[src/asws_pkg.sv]
// ----------------------------------------------------------------------------
// asws_pkg
// Shared constants and types for the ADC scan window statistics unit.
// ----------------------------------------------------------------------------
`timescale 1ns / 1ps

package asws_pkg;

    // ring geometry
    localparam int RING_DEPTH = 32;
    localparam int CHANNELS   = 2;

    // field widths
    localparam int SAMPLE_W   = 24;
    localparam int TIME_W     = 32;
    localparam int WINDOW_W   = 16;
    localparam int DISCARD_W  = 4;
    localparam int ACTIVE_W   = 2;
    localparam int MODE_W     = 2;
    localparam int USED_W     = 6;
    localparam int CH_W       = 1;
    localparam int CFG_IDX_W  = 2;
    localparam int CFG_DATA_W = 16;

    // derived widths
    localparam int POS_W      = $clog2(RING_DEPTH);
    localparam int CNT_W      = $clog2(RING_DEPTH + 1);
    localparam int MEM_DEPTH  = CHANNELS * RING_DEPTH;
    localparam int MEM_AW     = $clog2(MEM_DEPTH);
    localparam int WORD_W     = TIME_W + SAMPLE_W;
    localparam int SUM_W      = SAMPLE_W + CNT_W;
    localparam int DIV_CNT_W  = $clog2(SUM_W + 1);

    // register reset values
    localparam logic [WINDOW_W-1:0]  WINDOW_RESET  = WINDOW_W'(1200);
    localparam logic [DISCARD_W-1:0] DISCARD_RESET = DISCARD_W'(3);
    localparam logic [ACTIVE_W-1:0]  ACTIVE_RESET  = ACTIVE_W'(2);

    // register indexes
    localparam logic [CFG_IDX_W-1:0] CFG_WINDOW  = CFG_IDX_W'(0);
    localparam logic [CFG_IDX_W-1:0] CFG_DISCARD = CFG_IDX_W'(1);
    localparam logic [CFG_IDX_W-1:0] CFG_ACTIVE  = CFG_IDX_W'(2);

    // transaction modes
    localparam logic [MODE_W-1:0] MODE_SAMPLE = MODE_W'(0);
    localparam logic [MODE_W-1:0] MODE_FAULT  = MODE_W'(1);
    localparam logic [MODE_W-1:0] MODE_QUERY  = MODE_W'(2);

    // status codes
    typedef enum logic [1:0] {
        STAT_WAITING = 2'd0,
        STAT_OK      = 2'd1,
        STAT_TIMEOUT = 2'd2,
        STAT_ERROR   = 2'd3
    } t_status;

    // sequencer states
    typedef enum logic [1:0] {
        ST_IDLE,
        ST_SCAN,
        ST_DIV
    } t_state;

endpackage

[src/adc_scan_window_statistics_unit.sv]
// ----------------------------------------------------------------------------
// adc_scan_window_statistics_unit
// Round-robin ADC sample capture into per-channel rings with windowed
// minimum, maximum and truncated average on query.
// ----------------------------------------------------------------------------
//  channel   | handshake            | payload
//  ----------+----------------------+------------------------------------------
//  command   | start, busy          | i_mode, i_sample_value, i_time_ms,
//            |                      | i_fault_is_timeout, i_query_channel
//  result    | o_valid (1 cycle)    | o_stored .. o_scanning
//  config    | i_cfg_we             | i_cfg_index, i_cfg_wdata
//
//  sample, fault and unused-mode transactions: result in the cycle after accept,
//  busy stays low.
//  query: ring walk through the single ring read port, then a restoring divider
//  when any sample lies in the window.
//  a query of a channel with no stored sample answers in the cycle after accept.
//  reset is synchronous; rings need no clearing pass, the fill count bounds reads.
//  results cannot be stalled: o_valid is high for exactly one cycle.
// ----------------------------------------------------------------------------
`timescale 1ns / 1ps

module adc_scan_window_statistics_unit (
    input  logic                            i_clk,
    input  logic                            i_rst_n,
    input  logic                            start,
    output logic                            busy,
    input  logic [asws_pkg::MODE_W-1:0]     i_mode,
    input  logic signed [asws_pkg::SAMPLE_W-1:0] i_sample_value,
    input  logic [asws_pkg::TIME_W-1:0]     i_time_ms,
    input  logic                            i_fault_is_timeout,
    input  logic [asws_pkg::CH_W-1:0]       i_query_channel,
    input  logic                            i_cfg_we,
    input  logic [asws_pkg::CFG_IDX_W-1:0]  i_cfg_index,
    input  logic [asws_pkg::CFG_DATA_W-1:0] i_cfg_wdata,
    output logic                            o_valid,
    output logic                            o_stored,
    output logic [asws_pkg::CH_W-1:0]       o_stored_channel,
    output logic signed [asws_pkg::SAMPLE_W-1:0] o_average,
    output logic signed [asws_pkg::SAMPLE_W-1:0] o_minimum,
    output logic signed [asws_pkg::SAMPLE_W-1:0] o_maximum,
    output logic [asws_pkg::USED_W-1:0]     o_used_count,
    output logic signed [asws_pkg::SAMPLE_W-1:0] o_latest_value,
    output logic [1:0]                      o_status,
    output logic                            o_scanning
);
    import asws_pkg::*;

    // configuration
    logic [WINDOW_W-1:0]  r_window;
    logic [DISCARD_W-1:0] r_discard;
    logic [ACTIVE_W-1:0]  r_active;

    // per-channel bookkeeping
    logic [CNT_W-1:0]           r_fill   [CHANNELS];
    logic [POS_W-1:0]           r_wpos   [CHANNELS];
    logic signed [SAMPLE_W-1:0] r_newest [CHANNELS];
    logic                       r_has    [CHANNELS];

    // scan state
    logic [CH_W-1:0]      r_cur_ch;
    logic [DISCARD_W-1:0] r_settle;
    logic                 r_scan_on;
    t_status              r_status;

    // sequencer
    t_state r_state;
    t_state n_state;

    // ring memory: time in the upper part, sample in the lower
    logic [WORD_W-1:0] r_mem [MEM_DEPTH];
    logic [WORD_W-1:0] r_rd_word;

    // query context
    logic [CH_W-1:0]            r_qch;
    logic [CNT_W-1:0]           r_n;
    logic signed [SAMPLE_W-1:0] r_q_newest;
    logic [TIME_W-1:0]          r_now;
    logic [CNT_W-1:0]           r_rd_idx;
    logic                       r_v1;
    logic                       r_hit;
    logic signed [SAMPLE_W-1:0] r_hit_sample;

    // accumulators
    logic signed [SUM_W-1:0]    r_sum;
    logic signed [SAMPLE_W-1:0] r_lo;
    logic signed [SAMPLE_W-1:0] r_hi;
    logic [CNT_W-1:0]           r_used;

    // divider
    logic [SUM_W-1:0]     r_quot;
    logic [CNT_W-1:0]     r_rem;
    logic [DIV_CNT_W-1:0] r_div_cnt;
    logic                 r_neg;

    // result registers
    logic                       r_valid;
    logic                       r_stored;
    logic [CH_W-1:0]            r_stored_ch;
    logic signed [SAMPLE_W-1:0] r_avg;
    logic signed [SAMPLE_W-1:0] r_min;
    logic signed [SAMPLE_W-1:0] r_max;
    logic [USED_W-1:0]          r_used_out;
    logic signed [SAMPLE_W-1:0] r_latest;

    // control
    logic accept;
    logic rd_en;
    logic scan_end;
    logic div_end;

    // datapath nets
    logic [CH_W-1:0]            sel_ch;
    logic [CNT_W-1:0]           sel_fill;
    logic [POS_W-1:0]           sel_wpos;
    logic signed [SAMPLE_W-1:0] sel_newest;
    logic                       sel_has;
    logic                       do_store;
    logic [ACTIVE_W-1:0]        ch_total;
    logic [ACTIVE_W-1:0]        ch_inc;
    logic [CH_W-1:0]            next_ch;
    logic [MEM_AW-1:0]          wr_addr;
    logic [MEM_AW-1:0]          rd_addr;
    logic [TIME_W-1:0]          age;
    logic                       hit;
    logic signed [SUM_W-1:0]    hit_ext;
    logic [SUM_W-1:0]           sum_mag;
    logic [CNT_W:0]             rem_sh;
    logic                       qbit;
    logic [SUM_W-1:0]           quot_signed;

    function automatic logic [MEM_AW-1:0] ring_addr(input logic [CH_W-1:0] ch,
                                                     input logic [POS_W-1:0] pos);
        ring_addr = MEM_AW'(ch) * MEM_AW'(RING_DEPTH) + MEM_AW'(pos);
    endfunction

    // channel selection for the incoming transaction
    assign sel_ch     = (i_mode == MODE_QUERY) ? i_query_channel : r_cur_ch;
    assign sel_fill   = r_fill[sel_ch];
    assign sel_wpos   = r_wpos[sel_ch];
    assign sel_newest = r_newest[sel_ch];
    assign sel_has    = r_has[sel_ch];

    assign do_store = accept && (i_mode == MODE_SAMPLE) && r_scan_on &&
                      (r_settle == '0);

    // round robin channel count, clamped to the implemented channels
    always_comb begin
        priority if (r_active == '0) begin
            ch_total = ACTIVE_W'(1);
        end else if (r_active > ACTIVE_W'(CHANNELS)) begin
            ch_total = ACTIVE_W'(CHANNELS);
        end else begin
            ch_total = r_active;
        end
    end

    assign ch_inc  = ACTIVE_W'(r_cur_ch) + ACTIVE_W'(1);
    assign next_ch = (ch_inc >= ch_total) ? '0 : ch_inc[CH_W-1:0];

    assign wr_addr = ring_addr(r_cur_ch, sel_wpos);
    assign rd_addr = ring_addr(r_qch, r_rd_idx[POS_W-1:0]);

    // window test on the word read last cycle
    assign age     = r_now - r_rd_word[WORD_W-1:SAMPLE_W];
    assign hit     = r_v1 && (age <= TIME_W'(r_window));
    assign hit_ext = SUM_W'(r_hit_sample);
    assign sum_mag = r_sum[SUM_W-1] ? (~r_sum + SUM_W'(1)) : r_sum;

    // one restoring division step
    assign rem_sh      = {r_rem, r_quot[SUM_W-1]};
    assign qbit        = (rem_sh >= {1'b0, r_used});
    assign quot_signed = r_neg ? (~r_quot + SUM_W'(1)) : r_quot;

    // sequencer next state and controls
    always_comb begin
        n_state  = r_state;
        accept   = 1'b0;
        rd_en    = 1'b0;
        scan_end = 1'b0;
        div_end  = 1'b0;
        unique case (r_state)
            ST_IDLE: begin
                accept = start;
                if (start && (i_mode == MODE_QUERY) && sel_has) begin
                    n_state = ST_SCAN;
                end
            end
            ST_SCAN: begin
                rd_en = (r_rd_idx < r_n);
                if (!rd_en && !r_v1 && !r_hit) begin
                    scan_end = 1'b1;
                    n_state  = (r_used != '0) ? ST_DIV : ST_IDLE;
                end
            end
            ST_DIV: begin
                if (r_div_cnt == DIV_CNT_W'(SUM_W)) begin
                    div_end = 1'b1;
                    n_state = ST_IDLE;
                end
            end
            default: begin
                n_state = ST_IDLE;
            end
        endcase
    end

    // state register
    always_ff @(posedge i_clk) begin
        if (!i_rst_n) begin
            r_state <= ST_IDLE;
        end else begin
            r_state <= n_state;
        end
    end

    // ring write and registered read
    always_ff @(posedge i_clk) begin
        if (do_store) begin
            r_mem[wr_addr] <= {i_time_ms, i_sample_value};
        end
        if (rd_en) begin
            r_rd_word <= r_mem[rd_addr];
        end
    end

    // window pipeline stage
    always_ff @(posedge i_clk) begin
        r_hit_sample <= r_rd_word[SAMPLE_W-1:0];
    end

    // control, bookkeeping and result registers
    always_ff @(posedge i_clk) begin
        if (!i_rst_n) begin
            r_window  <= WINDOW_RESET;
            r_discard <= DISCARD_RESET;
            r_active  <= ACTIVE_RESET;
            for (int c = 0; c < CHANNELS; c++) begin
                r_fill[c]   <= '0;
                r_wpos[c]   <= '0;
                r_newest[c] <= '0;
                r_has[c]    <= 1'b0;
            end
            r_cur_ch  <= '0;
            r_settle  <= DISCARD_RESET;
            r_scan_on <= 1'b1;
            r_status  <= STAT_WAITING;
            r_valid   <= 1'b0;
            r_v1      <= 1'b0;
            r_hit     <= 1'b0;
        end else begin
            r_valid <= 1'b0;
            r_v1    <= rd_en;
            r_hit   <= hit;

            // register writes
            if (i_cfg_we) begin
                unique case (i_cfg_index)
                    CFG_WINDOW:  r_window  <= i_cfg_wdata[WINDOW_W-1:0];
                    CFG_DISCARD: r_discard <= i_cfg_wdata[DISCARD_W-1:0];
                    CFG_ACTIVE:  r_active  <= i_cfg_wdata[ACTIVE_W-1:0];
                    default: ;
                endcase
            end

            // new transaction
            if (accept) begin
                r_valid     <= !((i_mode == MODE_QUERY) && sel_has);
                r_stored    <= 1'b0;
                r_stored_ch <= '0;
                r_avg       <= '0;
                r_min       <= '0;
                r_max       <= '0;
                r_used_out  <= '0;
                r_latest    <= '0;
                priority if ((i_mode == MODE_SAMPLE) && r_scan_on) begin
                    r_status <= STAT_OK;
                    if (r_settle != '0) begin
                        r_settle <= r_settle - DISCARD_W'(1);
                    end else begin
                        r_newest[r_cur_ch] <= i_sample_value;
                        r_has[r_cur_ch]    <= 1'b1;
                        r_wpos[r_cur_ch]   <= (sel_wpos == POS_W'(RING_DEPTH - 1)) ?
                                              '0 : sel_wpos + POS_W'(1);
                        if (sel_fill < CNT_W'(RING_DEPTH)) begin
                            r_fill[r_cur_ch] <= sel_fill + CNT_W'(1);
                        end
                        r_stored    <= 1'b1;
                        r_stored_ch <= r_cur_ch;
                        r_cur_ch    <= next_ch;
                        r_settle    <= r_discard;
                    end
                end else if ((i_mode == MODE_FAULT) && r_scan_on) begin
                    r_status  <= i_fault_is_timeout ? STAT_TIMEOUT : STAT_ERROR;
                    r_scan_on <= 1'b0;
                end else if (i_mode == MODE_QUERY) begin
                    r_qch      <= i_query_channel;
                    r_n        <= sel_fill;
                    r_q_newest <= sel_newest;
                    r_now      <= i_time_ms;
                    r_rd_idx   <= '0;
                    r_sum      <= '0;
                    r_used     <= '0;
                end else begin
                    // scanning stopped or unused mode: status only
                end
            end

            // ring walk
            if (rd_en) begin
                r_rd_idx <= r_rd_idx + CNT_W'(1);
            end
            if (r_hit) begin
                if ((r_used == '0) || (r_hit_sample < r_lo)) begin
                    r_lo <= r_hit_sample;
                end
                if ((r_used == '0) || (r_hit_sample > r_hi)) begin
                    r_hi <= r_hit_sample;
                end
                r_sum  <= r_sum + hit_ext;
                r_used <= r_used + CNT_W'(1);
            end

            // end of walk: newest sample fallback or divider start
            if (scan_end) begin
                if (r_used == '0) begin
                    r_valid    <= 1'b1;
                    r_avg      <= r_q_newest;
                    r_min      <= r_q_newest;
                    r_max      <= r_q_newest;
                    r_used_out <= USED_W'(1);
                    r_latest   <= r_q_newest;
                end else begin
                    r_quot    <= sum_mag;
                    r_neg     <= r_sum[SUM_W-1];
                    r_rem     <= '0;
                    r_div_cnt <= '0;
                end
            end

            // divider iterations
            if ((r_state == ST_DIV) && !div_end) begin
                r_rem     <= qbit ? CNT_W'(rem_sh - {1'b0, r_used}) : rem_sh[CNT_W-1:0];
                r_quot    <= {r_quot[SUM_W-2:0], qbit};
                r_div_cnt <= r_div_cnt + DIV_CNT_W'(1);
            end
            if (div_end) begin
                r_valid    <= 1'b1;
                r_avg      <= quot_signed[SAMPLE_W-1:0];
                r_min      <= r_lo;
                r_max      <= r_hi;
                r_used_out <= USED_W'(r_used);
                r_latest   <= r_q_newest;
            end
        end
    end

    // outputs
    assign busy             = (r_state != ST_IDLE);
    assign o_valid          = r_valid;
    assign o_stored         = r_stored;
    assign o_stored_channel = r_stored_ch;
    assign o_average        = r_avg;
    assign o_minimum        = r_min;
    assign o_maximum        = r_max;
    assign o_used_count     = r_used_out;
    assign o_latest_value   = r_latest;
    assign o_status         = r_status;
    assign o_scanning       = r_scan_on;

endmodule

[config.mk]
export PLATFORM = sky130hd
export DESIGN_NAME = adc_scan_window_statistics_unit
export DESIGN_NICKNAME = d
export VERILOG_FILES = /design/src/asws_pkg.sv /design/src/adc_scan_window_statistics_unit.sv
export SDC_FILE = /design/constraint.sdc
export NUM_CORES = 2
export LEC_CHECK = 0
export BUFFER_PORTS_ARGS = -buffer_cell sky130_fd_sc_hd__buf_2
export CORE_MARGIN = 3
export CORE_UTILIZATION = 25
export CTS_BUF_LIST = sky130_fd_sc_hd__clkbuf_4 sky130_fd_sc_hd__clkbuf_8
export DETAILED_ROUTE_END_ITERATION = 10
export PLACE_DENSITY_LB_ADDON = 0.25
export SYNTH_ARGS = -nofsm -noshare
export SYNTH_HDL_FRONTEND = slang
export SYNTH_SLANG_ARGS = --single-unit
export TNS_END_PERCENT = 50
[constraint.sdc]
create_clock -name i_clk -period 5.8 [get_ports i_clk]
set_input_delay 1.16 -clock i_clk [delete_from_list [all_inputs] [get_ports i_clk]]
set_output_delay 1.16 -clock i_clk [all_outputs]
set_load 0.01 [all_outputs]
# Word level (Yosys, flattened, before mapping)
# Memories as Yosys holds them, arrays and structs flattened. A register that Yosys moved wholly into a read port is not among the register bits.
# Cells that the tools add are included.
# W data, S select, Z words.
# totals
reg_bits,334
output_inout_bits,109
n_memories,5
wordCells,228
ramBits,3656
in_bits,82
# memory_table
name,depth,word_bits,read_ports,rd_clocked_by_memory_dff,wr,line_no,source
r_mem,64,56,1,1,1,adc_scan_window_statistics_unit.sv:71,logic [WORD_W-1:0] r_mem [MEM_DEPTH];
r_newest,2,24,1,1,2,adc_scan_window_statistics_unit.sv:57,logic signed [SAMPLE_W-1:0] r_newest [CHANNELS];
r_fill,2,6,1,0,2,adc_scan_window_statistics_unit.sv:55,logic [CNT_W-1:0] r_fill [CHANNELS];
r_wpos,2,5,1,0,2,adc_scan_window_statistics_unit.sv:56,logic [POS_W-1:0] r_wpos [CHANNELS];
r_has,2,1,1,0,2,adc_scan_window_statistics_unit.sv:58,logic r_has [CHANNELS];
# op_classes
n_addsub,14
bitwise,6
n_mux,93
order_cmp,8
eq_ne,16
reduce_logical,55
# ops
operator,count
$mux W24,18
$mux W30,9
$mux W6,15
$mux W1,36
$le A32 B16 Y1,1
$sub A32 B32 Y32,1
$add A30 B2 Y30 const B,1
$add A30 B24 Y30,1
$not A30 Y30,1
$mux W5,5
$add A24 B1 Y24 const B,1
$gt A24 B24 Y1,1
$lt A24 B24 Y1,1
$not A24 Y24,1
$reduce_or A24 Y1,1
$reduce_and A3 Y1,7
$add A6 B1 Y6 const B,3
$mux W2,8
$reduce_and A5 Y1,3
$ne A2 B2 Y1 const B,7
$reduce_bool A2 Y1,7
$add A6 B5 Y6,2
$logic_and A1 B1 Y1,12
$reduce_and A2 Y1,6
27 further kinds,44

# Depth between registers and ports, before layout
# An unclocked memory read counts as a cell.
# depth
depth_word,12
mapped_depth,20
ltp_nobuf,20

# Worst setup path before layout
# Ideal clock, no wire load.
# synth_path
kind,input to register
start,input i_mode[1] (netlist bit)
end,memory r_mem[0][0] (netlist bit) (enable)
arrival_ps,5309
setup_ps,470
path_slack_ps,21
cell_stages,6
path_buffers,1
t_required_ps,5330
cell_sequence,nor2b_1 > mux2i_2 > mux2_2 > or3_1 > clkbuf_1 > nor2_1
# synth_between
elab_chain_cells,6
elab_cells_between_ends,10
cone_classes,add/sub: 1; eq/ne: 1; mux: 3; reduce/logical: 4; memory: 1
# synth_lines
item,line_no,source
"start, declared",adc_scan_window_statistics_unit.sv:28,"input logic [asws_pkg::MODE_W-1:0] i_mode,"
branches (longest 6 deep; another with $add A6 B5 Y6),-,
"end, declared",adc_scan_window_statistics_unit.sv:71,
# Parallel ways; which one is timed is not known.

# Final worst setup path
# layout_path
start,register r_settle[0]
end,memory r_mem[33][32] (netlist bit) (enable)
# layout_between
elab_chain_cells,4
# layout_lines
item,line_no,source
"start, declared",adc_scan_window_statistics_unit.sv:62,logic [DISCARD_W-1:0] r_settle;
"start signal, assigned",adc_scan_window_statistics_unit.sv:279,r_settle <= r_settle - DISCARD_W'(1);
"start signal, assigned",adc_scan_window_statistics_unit.sv:291,r_settle <= r_discard;
$logic_not A4 Y1,adc_scan_window_statistics_unit.sv:145,(r_settle == '0);
$logic_and A1 B1 Y1,adc_scan_window_statistics_unit.sv:144,assign do_store = accept && (i_mode == MODE_SAMPLE) && r_scan_on &&
$mux W1,adc_scan_window_statistics_unit.sv:219,if (do_store) begin
$mux W1 (not written as such),adc_scan_window_statistics_unit.sv:220,"r_mem[wr_addr] <= {i_time_ms, i_sample_value};"
# Every way passes these cells.

==> Flow_metrics.wiki <==
{| class="wikitable"
! Metric !! Value
|-
| Hold Crit Class || in -> reg
|-
| Global route overflow || 0
|-
| Die height || 806 um
|-
| Post-Synthesis Net Count || 7,537
|-
| Critical Path Source Type || flop
|-
| Period utilization || 77.0%
|-
| Layout Utilization || 29.5%
|-
| Leakage power || 58.8 nW
|-
| Arrival time at the worst endpoint || 5.35 ns
|-
| Count of input and output buffers || 190
|-
| Synthesized area per cell || 21.9 um^2
|-
| Last weighted congestion value of the routability-driven placer || 0.803
|-
| Number of synthesized flops with an enable pin || 4,009
|-
| Max Root-Sink Buffers || 4
|-
| Net switching share of the total power || 21.9%
|-
| Synthesized flop and latch total || 4,069
|-
| Synthesized cell area || 0.160 mm^2
|-
| Area delta synth->final || 17.3%
|-
| Number of rows in the core area || 293
|-
| Average vias per placed instance || 4.69
|-
| Portion of total power attributed to sequential cells || 54.6%
|-
| Total routing resource utilization after global routing || 14.4%
|-
| Max Fclk || 224 MHz
|-
| Layout Nets || 8,331
|-
| First-pass GRT wire length || 670 mm
|-
| Transition time at the pin with the least slew margin || 1.21 ns
|-
| Htree depth || 6
|-
| Effective utilization at floorplan || 25.1%
|-
| Post-detailed-route wirelength per cell || 28.1 um
|-
| Relative slew margins || 19.3%
|-
| Worst-case vdd ir drop || 211 uV
|-
| Areal power density over the cells || 316 mW/mm^2
|-
| HPWL Detailed || 282 mm
|-
| Cts bufs inserted || 685
|-
| Via count || 80,000
|-
| Final setup fails || 0
|-
| Largest net degree at the start of global routing || 125
|-
| Total internal power || 46.4 mW
|-
| Setup repair after global routing missed its margin || no
|-
| Commonest register cell after synthesis || edfxtp_1
|-
| Run status || finished, final reports clean
|-
| First-pass iteration count of the detailed router || 5
|-
| Max Cap Violations || 0
|-
| Cell chain of the critical path || inv_1 > ha_1 > nor2b_1 > nand2b_1 > buf_4 > nor3_1 > buf_4 > nand2_1 > nor3_1 > nand2_1 > nor2_4 > buf_4
|-
| Worst setup path class || reg -> reg
|-
| TritonCTS clock tree || built
|-
| Count of final hold-check violations || 0
|-
| Final routed DRC violation total || 0
|-
| Clk slew on worst S/H paths || 0.06 ns
|-
| Sequential cell area fraction in the yosys report || 75.9%
|-
| Core Footprint || 0.638 mm^2
|-
| Synth async-reset ratio || 0%
|-
| Setup TNS || 0 ns
|-
| Clock latency on the worst-skew pair || 1.24 ns
|-
| Final Hold Slack || 0.161 ns
|-
| Number of top-level pins || 191
|-
| Largest fanout of any net on the critical path || 8
|-
| Logic pwr share || 2.4%
|-
| Power Total || 59.4 mW
|-
| CTS sink count || 4,069
|-
| Number of global-route vias before repair || 83,200
|-
| Most frequent CP cell || buf_4
|-
| # fillers || 61,700
|-
| Crit path required time || 6.68 ns
|-
| Post-route ant nets || 0
|-
| Clock root buffer || clkbuf_8
|-
| WL final || 481 mm
|-
| Worst clock skew || 0.110 ns
|-
| Number of violations reported at the end of detailed-routing iteration 0 || 9,179
|-
| Critical Path Max Stage Delay || 0.84 ns
|-
| Standard cell with the maximum stage delay on the critical path || nor2_4
|-
| Worst setup slack after placement || 0.769 ns
|-
| CP endpoint kind || flop
|-
| Net Sw Power || 13.0 mW
|-
| Cells after Synth || 7,307
|-
| Final slew viol count || 0
|-
| Antenna violations before repair || 56
|-
| Clock period minus final worst setup slack || 4.47 ns
|-
| Syn. warnings || 0
|-
| Worst Slack Setup Final || 1.33 ns
|-
| Setup bufs post-CTS || 0
|-
| Number of distinct library cell variants in the gate-level netlist after synthesis || 74
|-
| Share of cells above drive strength 1 || 32.7%
|-
| Clock Power Share || 43.0%
|-
| Total Die Area || 0.650 mm^2
|-
| Die extent in x || 806 um
|}
critical path: cells and delay by family (launching register included):
family | cells | cell delay [ns]
simple gates | 7 | 2.58
flops | 1 | 0.33
buf+inv | 4 | 1.01
fa+ha+maj | 1 | 0.17
repair_timing:
item	in CTS	in global routing
hold buffers	1	0
hold endpoints to repair	1	0
resized for setup	0	0
routing by layer:
layer	up-vias	GRT usage, %	wire [um]
met5	-	0	93
met2	3162	23.3	228000
met1	43700	20.2	209000
li1	32500	-	-
met3	642	2.67	33000
met4	14	3.16	9750
cell type report:
class	instances	area (um^2)	share of cell area, %
Timing Repair Buffer	456	4350	2.32
Sequential cell	4069	122000	64.7
Antenna cell	27	67.6	0.0360
Clock buffer	921	11300	6.00
Clock inverter	305	2250	1.20
Tap cell	8407	10500	5.60
Multi-Input combinational cell	2739	37200	19.8
Inverter	150	566	0.301
power by group through the flow:
stage	Combinational [mW]	Clock (mW)	Sequential [mW]
final	1.43	25.5	32.4
after global routing	1.55	27.7	32.4
after CTS	1.48	26.3	32.4
after detailed placement	1.47	0	33.0
after global placement	1.44	0	33.0
after floorplan	0.513	0	33.0
state kept, by name, indices dropped and copies added, names as in the netlist, 12 cells and up:
register and cells:
r_newest 48, r_mem 3584, r_lo 24, r_window 16
r_fill 12, r_quot 30, r_hit_sample 24, r_now 32
o_average 24, o_latest_value 24, o_minimum 24, r_hi 24
r_q_newest 24, o_maximum 24, r_sum 30, r_rd_word 56
cell usage in the layout, fill, tap and decap left out, types with 23 or more instances in the layout:
| cell type | count |
|---|---|
| a21oi_1 | 155 |
| nor2_1 | 158 |
| nand3_1 | 55 |
| xnor2_1 | 60 |
| edfxtp_1 | 4009 |
| o21ai_0 | 70 |
| inv_1 | 146 |
| a311oi_1 | 23 |
| nand2_1 | 206 |
| and3_1 | 23 |
| clkinv_2 | 64 |
| clkbuf_8 | 697 |
| clkinv_1 | 166 |
| clkbuf_4 | 224 |
| nor3_1 | 31 |
| buf_12 | 106 |
| diode_2 | 27 |
| nor4_1 | 24 |
| ha_1 | 145 |
| mux4_2 | 1176 |
| dfxtp_1 | 59 |
| o21ai_1 | 55 |
| and2_1 | 59 |
| buf_4 | 187 |
| a31oi_1 | 33 |
| nor2_4 | 63 |
| xor2_1 | 47 |
| mux2_2 | 31 |
| a21o_1 | 43 |
| buf_2 | 161 |
cell usage after synthesis, types with 7 or more instances:
library cell,count,share of area [%]
o41ai_1,9,0.049
o21ai_1,55,0.17
or3_1,13,0.051
nand2b_1,21,0.082
o21a_1,13,0.061
o31ai_1,17,0.080
xor2_1,47,0.26
a21oi_1,156,0.49
a31oi_1,33,0.13
nand3_1,55,0.17
mux2_2,31,0.22
a21o_1,43,0.20
o211ai_1,15,0.070
nor2_1,221,0.52
dfxtp_1,60,0.75
or4_1,12,0.056
or2_2,7,0.027
nor4_1,24,0.094
mux2i_1,22,0.14
nand3b_1,7,0.033
edfxtp_1,4009,75
nor3_1,32,0.10
ha_1,145,1.1
nor2b_1,17,0.066
a311oi_1,23,0.13
mux4_2,1176,17
clkbuf_1,274,0.64
o21ai_0,70,0.22
inv_1,147,0.34
nand4_1,17,0.066
buf_2,27,0.084
xnor2_1,60,0.33
o21bai_1,8,0.038
a211oi_1,8,0.038
and2_1,61,0.24
and3_1,24,0.094
nand2_1,209,0.49
o22ai_1,9,0.035
buf_1,47,0.11
final timing paths:
path / from / endpoint / slack (ns) / cells after the start
worst max-delay path: r_settle[0] / r_mem[33][32] / 1.33 / 12
worst min-delay path: i_cfg_wdata[7] / r_window[7] / 0.16 / 3
worst max register to register: r_settle[0] / r_mem[33][32] / 1.33 / 12
worst min register to register: r_rd_word[22] / r_hit_sample[22] / 0.30 / 0
metrics by stage:
step           cells  area (um^2)
2_1_floorplan   7307       160000
6_report       17100       188000
4_1_cts        17000       188000
3_5_place_dp   15800       174000
3_3_place_gp   15800       174000
5_1_grt        17100       188000
cell families (layout without fill, tap and decap cells):
kind of cell,after synthesis,count (layout),synth area share (%)
DFF,4069,4069,75.9
muxes,1230,1230,16.9
buffers and inverters,499,1832,1.19
adders and majority gates,148,148,1.17
and+or+nand+nor,746,746,2.23
AOI/OAI and AO/OA,508,508,1.99
xor gates and xnor gates,107,107,0.585
other,0,27,0
(Power assumes the default switching activity.)
